<file path="src/rtl/fds_pkg.sv">
package fds_pkg;

   // Phase codes
   typedef enum logic [1:0] {
      PH_IDLE     = 2'd0,
      PH_FREEFALL = 2'd1,
      PH_IMPACT   = 2'd2,
      PH_CONFIRM  = 2'd3
   } phase_type;

   // Item kinds
   localparam logic KIND_SAMPLE = 1'b0;
   localparam logic KIND_CLEAR  = 1'b1;

   // Register indexes
   localparam int          CSR_COUNT       = 7;
   localparam int          CSR_IDX_W       = $clog2(CSR_COUNT + 1);
   localparam int          CSR_DATA_W      = 24;
   localparam logic [2:0]  CSR_ENABLE      = 3'd0;
   localparam logic [2:0]  CSR_FREEFALL_MG = 3'd1;
   localparam logic [2:0]  CSR_IMPACT_MG   = 3'd2;
   localparam logic [2:0]  CSR_FF_WINDOW   = 3'd3;
   localparam logic [2:0]  CSR_CONFIRM_MS  = 3'd4;
   localparam logic [2:0]  CSR_COOLDOWN_MS = 3'd5;
   localparam logic [2:0]  CSR_TILT_DEG10  = 3'd6;

   // Register reset values
   localparam logic        ENABLE_RESET      = 1'b1;
   localparam logic [15:0] FREEFALL_MG_RESET = 16'd400;
   localparam logic [15:0] IMPACT_MG_RESET   = 16'd2500;
   localparam logic [15:0] FF_WINDOW_RESET   = 16'd100;
   localparam logic [15:0] CONFIRM_MS_RESET  = 16'd2000;
   localparam logic [23:0] COOLDOWN_MS_RESET = 24'd10000;
   localparam logic [9:0]  TILT_DEG10_RESET  = 10'd600;

   // Fixed timing and margins
   localparam logic [16:0] SHAKE_MARGIN_MG   = 17'd200;
   localparam logic [16:0] FREEFALL_EXTRA_MS = 17'd300;
   localparam logic [31:0] IMPACT_WINDOW_MS  = 32'd500;
   localparam logic [9:0]  ANGLE_FULL        = 10'd900;
   localparam logic [6:0]  SINE_FULL         = 7'd100;

   // Angle to sine table, segments are 15 deg wide (150 in tenths)
   localparam logic [9:0] ANGLE_PTS [7] = '{10'd0, 10'd150, 10'd300, 10'd450,
                                            10'd600, 10'd750, 10'd900};
   localparam logic [6:0] SINE_PTS [7]  = '{7'd0, 7'd26, 7'd50, 7'd71,
                                            7'd87, 7'd97, 7'd100};
   // x/150 == (x*437)>>16 for every product below 4096
   localparam logic [9:0] SPAN_RECIP = 10'd437;
   localparam int         SPAN_SHIFT = 16;

   typedef struct packed {
      logic        kind;
      logic        sample_valid;
      logic [15:0] accel_mag_mg;
      logic [6:0]  tilt_sine_pct;
      logic [31:0] time_ms;
   } item_type;

   typedef struct packed {
      logic        fall_detected;
      phase_type   phase;
      logic [31:0] fall_total;
      logic        cooling_down;
   } result_type;

   typedef struct packed {
      logic        enable;
      logic [15:0] freefall_mg;
      logic [15:0] impact_mg;
      logic [15:0] freefall_window_ms;
      logic [15:0] confirm_ms;
      logic [23:0] cooldown_ms;
      logic [6:0]  tilt_th;
   } cfg_type;

   function automatic logic [6:0] sine_of_angle(input logic [9:0] a);
      logic [6:0]  base;
      logic [4:0]  rise;
      logic [9:0]  d;
      logic [11:0] prod;
      logic [21:0] q;
      logic        found;
      logic [6:0]  res;
      base  = '0;
      rise  = '0;
      d     = '0;
      found = 1'b0;
      for (int k = 0; k < 6; k++) begin
         if (!found && a <= ANGLE_PTS[k+1]) begin
            found = 1'b1;
            base  = SINE_PTS[k];
            rise  = 5'(SINE_PTS[k+1] - SINE_PTS[k]);
            d     = a - ANGLE_PTS[k];
         end
      end
      prod = 12'(rise * d);
      q    = 22'(prod * SPAN_RECIP);
      res  = base + 7'(q >> SPAN_SHIFT);
      if (a >= ANGLE_FULL) begin
         res = SINE_FULL;
      end
      return res;
   endfunction

   localparam logic [6:0] TILT_TH_RESET = sine_of_angle(TILT_DEG10_RESET);

endpackage

</file>
<file path="src/rtl/fds_csr.sv">
module fds_csr
   import fds_pkg::*;
(
   input  logic                  clock,
   input  logic                  reset,
   input  logic                  csr_valid,
   output logic                  csr_ready,
   input  logic [CSR_IDX_W-1:0]  csr_index,
   input  logic [CSR_DATA_W-1:0] csr_data,
   output cfg_type               cfg
);

   cfg_type cfg_ff, cfg_in;

   assign csr_ready = 1'b1;

   always_comb begin
      cfg_in = cfg_ff;
      if (csr_valid) begin
         unique case (csr_index)
            CSR_ENABLE:      cfg_in.enable             = csr_data[0];
            CSR_FREEFALL_MG: cfg_in.freefall_mg        = csr_data[15:0];
            CSR_IMPACT_MG:   cfg_in.impact_mg          = csr_data[15:0];
            CSR_FF_WINDOW:   cfg_in.freefall_window_ms = csr_data[15:0];
            CSR_CONFIRM_MS:  cfg_in.confirm_ms         = csr_data[15:0];
            CSR_COOLDOWN_MS: cfg_in.cooldown_ms        = csr_data[23:0];
            // angle is kept only as its sine threshold
            CSR_TILT_DEG10:  cfg_in.tilt_th            = sine_of_angle(csr_data[9:0]);
            default:         cfg_in = cfg_ff;
         endcase
      end
   end

   always_ff @(posedge clock) begin
      if (reset) begin
         cfg_ff.enable             <= ENABLE_RESET;
         cfg_ff.freefall_mg        <= FREEFALL_MG_RESET;
         cfg_ff.impact_mg          <= IMPACT_MG_RESET;
         cfg_ff.freefall_window_ms <= FF_WINDOW_RESET;
         cfg_ff.confirm_ms         <= CONFIRM_MS_RESET;
         cfg_ff.cooldown_ms        <= COOLDOWN_MS_RESET;
         cfg_ff.tilt_th            <= TILT_TH_RESET;
      end else begin
         cfg_ff <= cfg_in;
      end
   end

   assign cfg = cfg_ff;

endmodule

</file>
<file path="src/rtl/fds_engine.sv">
module fds_engine
   import fds_pkg::*;
(
   input  logic       clock,
   input  logic       reset,
   input  logic       step,
   input  item_type   item,
   input  cfg_type    cfg,
   output result_type result
);

   phase_type   phase_ff, phase_in;
   logic [31:0] start_ff, start_in;
   logic [31:0] cool_end_ff, cool_end_in;
   logic        armed_ff, armed_in;
   logic [31:0] count_ff, count_in;

   logic        is_clear;
   logic        cooling;
   logic        live;
   logic [31:0] cool_diff;
   logic [31:0] since;
   logic [16:0] shake_lim;
   logic [16:0] ff_timeout;
   logic        tilt_hit;
   logic        pulse;
   logic        start_ld;
   logic [31:0] cool_left;

   assign is_clear   = (item.kind == KIND_CLEAR);
   assign cool_diff  = item.time_ms - cool_end_ff;
   assign cooling    = armed_ff && cool_diff[31];
   assign live       = !is_clear && cfg.enable && item.sample_valid && !cooling;
   assign since      = item.time_ms - start_ff;
   assign shake_lim  = {1'b0, cfg.freefall_mg} + SHAKE_MARGIN_MG;
   assign ff_timeout = {1'b0, cfg.freefall_window_ms} + FREEFALL_EXTRA_MS;
   assign tilt_hit   = (item.tilt_sine_pct >= cfg.tilt_th);

   // next phase
   always_comb begin
      phase_in = phase_ff;
      if (is_clear) begin
         phase_in = PH_IDLE;
      end else if (live) begin
         unique case (phase_ff)
            PH_IDLE: begin
               if (item.accel_mag_mg < cfg.freefall_mg) phase_in = PH_FREEFALL;
            end
            PH_FREEFALL: begin
               if (item.accel_mag_mg > cfg.impact_mg) begin
                  phase_in = PH_IMPACT;
               end else if ({1'b0, item.accel_mag_mg} > shake_lim) begin
                  phase_in = PH_IDLE;
               end else if (since >= {15'b0, ff_timeout}) begin
                  phase_in = PH_IDLE;
               end
            end
            PH_IMPACT: begin
               if (tilt_hit) begin
                  phase_in = PH_CONFIRM;
               end else if (since >= IMPACT_WINDOW_MS) begin
                  phase_in = PH_IDLE;
               end
            end
            PH_CONFIRM: begin
               if (!tilt_hit || since >= {16'b0, cfg.confirm_ms}) phase_in = PH_IDLE;
            end
            default: phase_in = PH_IDLE;
         endcase
      end
   end

   // machine outputs
   always_comb begin
      pulse    = 1'b0;
      start_ld = 1'b0;
      if (live) begin
         unique case (phase_ff)
            PH_IDLE:     start_ld = (item.accel_mag_mg < cfg.freefall_mg);
            PH_FREEFALL: start_ld = (item.accel_mag_mg > cfg.impact_mg);
            PH_IMPACT:   start_ld = tilt_hit;
            PH_CONFIRM:  pulse    = tilt_hit && (since >= {16'b0, cfg.confirm_ms});
            default:     start_ld = 1'b0;
         endcase
      end
   end

   always_comb begin
      start_in    = start_ld ? item.time_ms : start_ff;
      count_in    = count_ff + {31'b0, pulse};
      cool_end_in = cool_end_ff;
      armed_in    = armed_ff;
      if (is_clear) begin
         cool_end_in = '0;
         armed_in    = 1'b0;
      end else if (pulse) begin
         cool_end_in = item.time_ms + {8'b0, cfg.cooldown_ms};
         armed_in    = 1'b1;
      end else if (!cooling) begin
         armed_in    = 1'b0;   // window expired
      end
   end

   assign cool_left = item.time_ms - cool_end_in;

   always_comb begin
      result.fall_detected = pulse;
      result.phase         = phase_in;
      result.fall_total    = count_in;
      result.cooling_down  = !is_clear && armed_in && cool_left[31];
   end

   always_ff @(posedge clock) begin
      if (reset) begin
         phase_ff    <= PH_IDLE;
         start_ff    <= '0;
         cool_end_ff <= '0;
         armed_ff    <= 1'b0;
         count_ff    <= '0;
      end else if (step) begin
         phase_ff    <= phase_in;
         start_ff    <= start_in;
         cool_end_ff <= cool_end_in;
         armed_ff    <= armed_in;
         count_ff    <= count_in;
      end
   end

   a_pulse_counts: assert property (@(posedge clock) disable iff (reset)
      (step && pulse) |=> (count_ff == $past(count_ff) + 32'd1) && armed_ff)
      else $error("fall pulse did not bump the count and arm cooldown");

   a_clear_idles: assert property (@(posedge clock) disable iff (reset)
      (step && is_clear) |=> (phase_ff == PH_IDLE) && !armed_ff && (cool_end_ff == '0))
      else $error("clear left phase or cooldown set");

   a_hold_no_step: assert property (@(posedge clock) disable iff (reset)
      !step |=> $stable(phase_ff) && $stable(count_ff) && $stable(armed_ff))
      else $error("state moved without a transfer");

   a_pulse_idle: assert property (@(posedge clock) disable iff (reset)
      (step && pulse) |-> (phase_ff == PH_CONFIRM) && (phase_in == PH_IDLE))
      else $error("fall pulse outside confirm phase");

endmodule

</file>
<file path="src/rtl/fall_detect_state_machine.sv">
// Channel  Direction  Handshake            Payload
// req      in         req_valid/req_stall  kind, sample_valid, accel_mag_mg, tilt_sine_pct, time_ms
// rsp      out        rsp_valid/rsp_stall  fall_detected, phase, fall_total, cooling_down
// csr      in         csr_valid/csr_ready  csr_index (register number), csr_data
//
// One item per cycle sustained while rsp is not stalled; a req transfer reaches rsp valid
// through the input register, then the phase logic into the result register.
// Reset clears phase, timers, cooldown and fall count; registers take defaults.
// A stalled rsp holds the result register; req stalls only while the input
// register holds an item that cannot move into a still-occupied result register.
module fall_detect_state_machine
   import fds_pkg::*;
(
   input  logic                  clock,
   input  logic                  reset,
   input  logic                  req_valid,
   output logic                  req_stall,
   input  logic                  req_kind,
   input  logic                  req_sample_valid,
   input  logic [15:0]           req_accel_mag_mg,
   input  logic [6:0]            req_tilt_sine_pct,
   input  logic [31:0]           req_time_ms,
   output logic                  rsp_valid,
   input  logic                  rsp_stall,
   output logic                  rsp_fall_detected,
   output logic [1:0]            rsp_phase,
   output logic [31:0]           rsp_fall_total,
   output logic                  rsp_cooling_down,
   input  logic                  csr_valid,
   output logic                  csr_ready,
   input  logic [CSR_IDX_W-1:0]  csr_index,
   input  logic [CSR_DATA_W-1:0] csr_data
);

   cfg_type    cfg;
   logic       s1_valid_ff, s1_valid_in;
   item_type   s1_item_ff;
   logic       rsp_valid_ff, rsp_valid_in;
   result_type rsp_ff;
   result_type result;
   logic       advance;
   logic       accept;

   fds_csr u_csr (
      .clock     (clock),
      .reset     (reset),
      .csr_valid (csr_valid),
      .csr_ready (csr_ready),
      .csr_index (csr_index),
      .csr_data  (csr_data),
      .cfg       (cfg)
   );

   // State advances only when the held item moves into the result register,
   // so back-to-back items always see the state left by the one before.
   fds_engine u_engine (
      .clock  (clock),
      .reset  (reset),
      .step   (advance),
      .item   (s1_item_ff),
      .cfg    (cfg),
      .result (result)
   );

   assign advance   = s1_valid_ff && (!rsp_valid_ff || !rsp_stall);
   assign req_stall = s1_valid_ff && !advance;
   assign accept    = req_valid && !req_stall;

   always_comb begin
      s1_valid_in = s1_valid_ff;
      if (accept) begin
         s1_valid_in = 1'b1;
      end else if (advance) begin
         s1_valid_in = 1'b0;
      end
   end

   always_comb begin
      rsp_valid_in = rsp_valid_ff;
      if (advance) begin
         rsp_valid_in = 1'b1;
      end else if (!rsp_stall) begin
         rsp_valid_in = 1'b0;   // transfer done, nothing new
      end
   end

   always_ff @(posedge clock) begin
      if (reset) begin
         s1_valid_ff  <= 1'b0;
         rsp_valid_ff <= 1'b0;
      end else begin
         s1_valid_ff  <= s1_valid_in;
         rsp_valid_ff <= rsp_valid_in;
      end
   end

   // payload registers, no reset
   always_ff @(posedge clock) begin
      if (accept) begin
         s1_item_ff.kind          <= req_kind;
         s1_item_ff.sample_valid  <= req_sample_valid;
         s1_item_ff.accel_mag_mg  <= req_accel_mag_mg;
         s1_item_ff.tilt_sine_pct <= req_tilt_sine_pct;
         s1_item_ff.time_ms       <= req_time_ms;
      end
      if (advance) begin
         rsp_ff <= result;
      end
   end

   assign rsp_valid         = rsp_valid_ff;
   assign rsp_fall_detected = rsp_ff.fall_detected;
   assign rsp_phase         = rsp_ff.phase;
   assign rsp_fall_total    = rsp_ff.fall_total;
   assign rsp_cooling_down  = rsp_ff.cooling_down;

   a_no_drop: assert property (@(posedge clock) disable iff (reset)
      (s1_valid_ff && !advance) |=> s1_valid_ff)
      else $error("held item dropped without moving to result");

   a_rsp_overwrite: assert property (@(posedge clock) disable iff (reset)
      (rsp_valid_ff && rsp_stall) |-> !advance)
      else $error("stalled result overwritten");

   a_accept_free: assert property (@(posedge clock) disable iff (reset)
      accept |-> (!s1_valid_ff || advance))
      else $error("transfer into occupied input register");

endmodule
</file>
<file path="config.mk">
export PLATFORM = sky130hd
export DESIGN_NAME = fall_detect_state_machine
export DESIGN_NICKNAME = d
export VERILOG_FILES = /design/src/rtl/fds_pkg.sv /design/src/rtl/fds_csr.sv /design/src/rtl/fds_engine.sv /design/src/rtl/fall_detect_state_machine.sv
export SDC_FILE = /design/constraint.sdc
export NUM_CORES = 1
export LEC_CHECK = 0
export BUFFER_PORTS_ARGS = -buffer_cell sky130_fd_sc_hd__clkbuf_2
export CAP_MARGIN = 5
export CORE_ASPECT_RATIO = 1.1
export CORE_UTILIZATION = 57
export DETAILED_ROUTE_END_ITERATION = 7
export HOLD_SLACK_MARGIN = 0.06
export PLACE_DENSITY = 0.78
export REMOVE_ABC_BUFFERS = 1
export SLEW_MARGIN = 20
export SYNTH_ARGS = -nofsm -noshare
export SYNTH_HDL_FRONTEND = slang
export SYNTH_SLANG_ARGS = --single-unit
</file>
<file path="constraint.sdc">
create_clock -name clock -period 11.3 [get_ports clock]
set_input_delay 0.565 -clock clock [delete_from_list [all_inputs] [get_ports clock]]
set_output_delay 0.565 -clock clock [all_outputs]
set_load 0.02 [all_outputs]
</file>
# Word-level counts from Yosys, hierarchy flattened
# Index checks and enable logic that the tools add are counted.
# Widths: inputs -> output; s select.
# word_totals
inputBits	89
word_cells	164
out_inout_bits	39
reg_bits	290
# classes
n_mux	62
addsub	13
order_cmp	14
eq_ne	10
mul	2
reduce_logical	40
# ops
operator	n
$sub 32x32->32	3
$mux 10	8
$mux 32	2
$mux 5	9
$mux 7	6
$add 32x1->32	1
$add 32x24->32	1
$ge 32x16->1	1
$ge 32x17->1	1
$ge 32x9->1 const B	1
$le 10x10->1 const B	3
$mux 1	25
$mul 12x9->21 const B	1
$le 10x9->1 const B	2
$sub 10x10->10 const B	2
$sub 10x9->10 const B	2
$mux 2	9
$add 16x8->17 const B	1
$add 16x9->17 const B	1
$gt 16x17->1	1
$gt 16x16->1	1
$lt 16x16->1	1
$reduce_and 2->1	8
$logic_and 1x1->1	15
20 further kinds	36

# Logic depth before layout (Yosys ltp)
# logic_depth
depth_word	33
mapped_depth	55
depth_no_buf	54

# By module
# Synthesis repeated with hierarchy kept, for this count alone.
# hier_totals
hier_cells	2666
area_unflattened_um2	23047.1
# modules_own_cells
mod	cells_per_inst	seq_area_each_um2	n_inst	area_each_um2
fds_engine	1585	1981.9	1	12144.1
fds_csr	978	1921.8	1	8023.9
fall_detect_state_machine	103	2832.7	1	2879.0

# Least setup slack after synthesis
# No wires, ideal clock.
# synth_timing
kind	input-to-reg
start	input csr_data[2]
end	register u_csr.cfg_ff, in the netlist u_csr.cfg[6]
path_stages	53
setup_slack_ps	573
setup_time_ps	123
t_required_ps	11177
path_buffers	3
t_arrival_ps	10604
path_cell_list	clkbuf_1 -> inv_1 -> ha_1 -> a21boi_0 -> a211oi_1 -> or2_2 -> clkbuf_1 -> and2_1 -> clkbuf_1 -> a211oi_1 -> a21oi_1 -> a211oi_1 -> a21oi_1 -> nor2b_1 -> fa_1 -> fa_1 -> inv_1 -> fa_1 -> [17 not listed] -> a21oi_1 -> o22ai_1 -> o21ai_0 -> nand2_1 -> o31a_1 -> o21a_1 -> o21ai_0 -> nor3b_1 -> nor2_1 -> ha_1 -> nor2b_1 -> o21ai_0 -> nand2b_1 -> a21oi_1 -> nor2_1 -> xnor2_1 -> a22oi_1 -> or2_2
# synth_between
elab_chain_len	33
elab_cells_between_ends	64
classes_between	add/sub: 6; mul: 2; order compare: 7; mux: 39; reduce/logical: 10
# synth_lines
item	line	rtl
start: declaration	fall_detect_state_machine.sv:32	input logic [CSR_DATA_W-1:0] csr_data
$le 10x8->1	fds_pkg.sv:90	if (!found && a <= ANGLE_PTS[k+1]) begin
$mux 1	fds_pkg.sv:90	
$mux 1	fds_csr.sv:20	unique case (csr_index)
$mux 1	fds_csr.sv:19	if (csr_valid) begin
$logic_not 1->1	fds_pkg.sv:90	
$logic_and 1x1->1	fds_pkg.sv:90	
$mux 1	fds_pkg.sv:90	
$mux 1	fds_csr.sv:20	
[17 not listed]	n/a	
$logic_and 1x1->1	fds_pkg.sv:90	
$mux 5 or $mux 10 (tied branches)	fds_pkg.sv:90	
$mux 5 or $mux 10 (tied branches)	fds_csr.sv:20	
$mux 5 or $mux 10 (tied branches)	fds_csr.sv:19	
$mul 5x10->12	fds_pkg.sv:97	prod = 12'(rise * d);
$mul 12x9->21	fds_pkg.sv:98	q = 22'(prod * SPAN_RECIP);
$add 7x5->7	fds_pkg.sv:99	res = base + 7'(q >> SPAN_SHIFT);
$mux 7 (*)	fds_pkg.sv:100	if (a >= ANGLE_FULL) begin
end signal: assignment	fds_csr.sv:44	cfg_ff <= cfg_in;
end: declaration	fds_csr.sv:13	cfg_type cfg_ff, cfg_in;
# Every way passes the cells marked *; elsewhere a longest branch is shown, timed or not. The select of a mux whose other input is x is not followed.
# A chain may end at the register's enable or synchronous reset.

# Worst setup path in the final report
# layout_timing
start	input csr_data[3]
end	register u_csr.cfg_ff, in the netlist u_csr.cfg[6]
# Same word-level chain as after synthesis.

==> summary.txt <==
Clock tree
  • Clk Latency, worst-skew pair: 580 ps
  • H-tree depth: 1
  • CTS buffer count: 30
  • CTS tree: yes
  • Clk slew on worst S/H paths: 70 ps
  • Root buf cell: clkbuf_16
  • CTS sink cnt: 290
  • Hold Buf Count CTS: 0
  • Bufs on Longest Clock Path: 3

Job
  • MaxCap Viol Count: 0

STA
  • Max-Slew Margin vs Limit: 30.5%
  • Peak Freq: 95.0 MHz
  • Final hold vios: 0
  • Crit path time final: 10520 ps
  • PnR worst setup slack: 775 ps
  • Final period utilization: 93.1%
  • Slew @ Worst Pin: 1030 ps
  • Post-Route Skew: 21.3 ps
  • Setup violators final: 0
  • Max-slew violation count: 0

Placement
  • Post-Place Setup Slack: 159 ps
  • DP Wirelength: 45.0 mm
  • Placed instance count: 3158
  • Routability cong.: 0.969
  • Port bufs: 126

GRT
  • Global route overflow: 0
  • Number of global-route vias before repair: 18800
  • Met1 Use GR: 33.2%
  • GR Util met3: 2.86%
  • Met2 Usage GRT: 54.4%
  • Largest net degree at the start of global routing: 113
  • Antenna violations before repair: 1
  • First-pass GRT wire length: 93.5 mm
  • Top Usage Layer GRT: met2
  • Total Routing Usage GR: 29.2%

Detailed routing
  • Router iterations before antenna repair: 8
  • Via density: 5.82
  • Post-DR wirelength/cell: 18.0 µm
  • Via count: 18700
  • DRC viols: 0
  • 1st-iter DRT viols: 950
  • Routed Antenna Nets: 0
  • Routed WL: 57.9 mm

Synth
  • Number of synthesized flops with an enable pin: 93
  • Synth cell count leaders: 298 x nand2_1, 291 x ha_1, 265 x inv_1
  • Synth top area cells: dfxtp_1 18%, ha_1 16%, edfxtp_1 13%
  • Post-synth top area share: 17.8%
  • Yosys reg bits: 290
  • Post-synth cell types: 81
  • Cells after synthesis: 2577
  • Register area share after synthesis: 30.4%
  • Count leader, synth: nand2_1
  • Main flop type after synthesis: dfxtp_1
  • Leading area contributor after synthesis: dfxtp_1
  • Mapped cell area: 22200 µm²
  • Synth async-reset ratio: 0%
  • Yosys warns: 0
  • Synthesized area per cell: 8.60 µm²

Floorplanning
  • Core area: 38200 µm²
  • Die area: 39700 µm²
  • Die X: 190 µm
  • Die Span Y: 209 µm
  • Row Count: 75
  • Starting Density: 58.1%
  • IO Count: 128

Worst setup path
  • WP data arrival: 10980 ps
  • R2R depth: 33
  • Top cell by count, worst path: inv_1
  • RR Endpoint: rsp_cooling_down
  • Worst path slowest cell: fa_1
  • Launching point of the worst reg2reg path: s1_item_ff[0]
  • Critical Path Start: csr_data[3]
  • R2r setup slk: 1920 ps
  • CP peak stage delay: 550 ps
  • Req. time, crit path: 11760 ps
  • CP Max Fanout: 8
  • Critical Path Start Type: primary input
  • Crit end category: flop
  • Setup crit end: u_csr.cfg[6]
  • Crit path kind: in2reg

Final layout
  • Antenna Cells: 0
  • P&R area growth vs syn: 10.8%
  • Finished Layout Cells: 3216
  • Footprint of the multi-input gates: 14100 µm²
  • Fin nets: 3131
  • FF/Latch Area: 6740 µm²
  • Filler Cells Inserted: 3252
  • Share of layout cells above drive strength 1: 10.1%

Min path
  • HP Class: in2reg

Run status
  • Status: finished clean
[registers in the layout, indices dropped and copies added (netlist names)]
name,flops
u_csr.cfg,96
s1_item_ff,57
rsp_fall_total,32
u_engine.cool_end_ff,32
u_engine.count_ff,32
u_engine.start_ff,32
rsp_phase,2
u_engine.phase_ff,2
rsp_cooling_down,1
rsp_fall_detected,1
rsp_valid,1
s1_valid_ff,1
u_engine.armed_ff,1
[area by class of cell]
cell class / instances / area share, %
Timing Repair Buffer: 175 / 4.09
Clock buffer: 41 / 3.48
Clock inverter: 15 / 0.922
Multi-Input combinational cell: 1929 / 57.5
Inverter: 266 / 4.08
Tap cell: 500 / 2.55
Sequential cell: 290 / 27.4
[metal layers]
metal / vias to the layer above / share of wire (%)
li1: 9153 / -
met1: 8927 / 40
met2: 489 / 51
met3: 139 / 4.3
met4: 0 / 4.4
met5: - / 0
[logic make-up after synthesis]
family | share of synthesized area (%)
AOI/OAI and AO/OA | 16.9
muxes | 1.89
DFF | 30.4
other | 0.0339
xor gates and xnor gates | 6.48
and+or+nand+nor | 16.4
adders and majority gates | 21.7
buffers and inverters | 6.21
[worst max-delay path: cells and delay by family]
family | cells | cell delay, ps
buffers and inverters | 9 | 790
XOR/XNOR | 2 | 310
AND/OR/NAND/NOR | 9 | 1360
AO/OA/AOI/OAI | 20 | 3550
adder cells (fa/ha/maj) | 11 | 4380
[worst min-delay path by stage]
stage	to	depth (start not counted)	slack [ps]	start
CTS	s1_item_ff[50]	1	130	req_accel_mag_mg[11]
global route	s1_item_ff[50]	1	130	req_accel_mag_mg[11]
global placement	u_csr.cfg[73]	2	440	u_csr.cfg[73]
floorplan	u_csr.cfg[32]	2	430	u_csr.cfg[32]
detailed placement	u_csr.cfg[36]	2	450	u_csr.cfg[36]
finish	s1_item_ff[50]	1	160	req_accel_mag_mg[11]
[stage by stage]
| stage | hold slack [ps] | cell area (µm²) | setup TNS [ps] | utilization [%] |
|---|---|---|---|---|
| floorplan | 430 | 21800 | 0 | - |
| global placement | 442 | 23500 | -87.5 | 61.4 |
| global route | 134 | 24600 | -4.05 | 64.3 |
| finish | 155 | 24600 | 0 | 64.3 |
| CTS | 131 | 24500 | 0 | 64.2 |
| detailed placement | 448 | 23500 | 0 | 61.4 |
[cell usage in the layout (no fill, tap or decap), types with 32 or more instances in the layout]
cell       netlist  layout
a21o_1          71      71
a21oi_1        241     240
buf_4            2      49
clkbuf_16        0      32
clkbuf_2         0     125
dfxtp_1        197     197
edfxtp_1        93      93
fa_1            59      59
ha_1           291     291
inv_1          265     263
mux2i_1         37      37
nand2_1        298     298
nand3_1         37      37
nand4_1         37      37
nor2_1         192     190
o21ai_0         90      89
xnor2_1         75      75
xor2_1          89      89
[what timing repair did]
action | CTS | global route
gates resized for setup | 0 | 5
endpoints found under the hold margin | 0 | 0
setup buffers | 0 | 2
endpoints found under the setup margin | 0 | 1
Power is left out: the tool's default activity adds up to more than one toggle a clock period on the data nets, which glitch-free logic cannot reach.
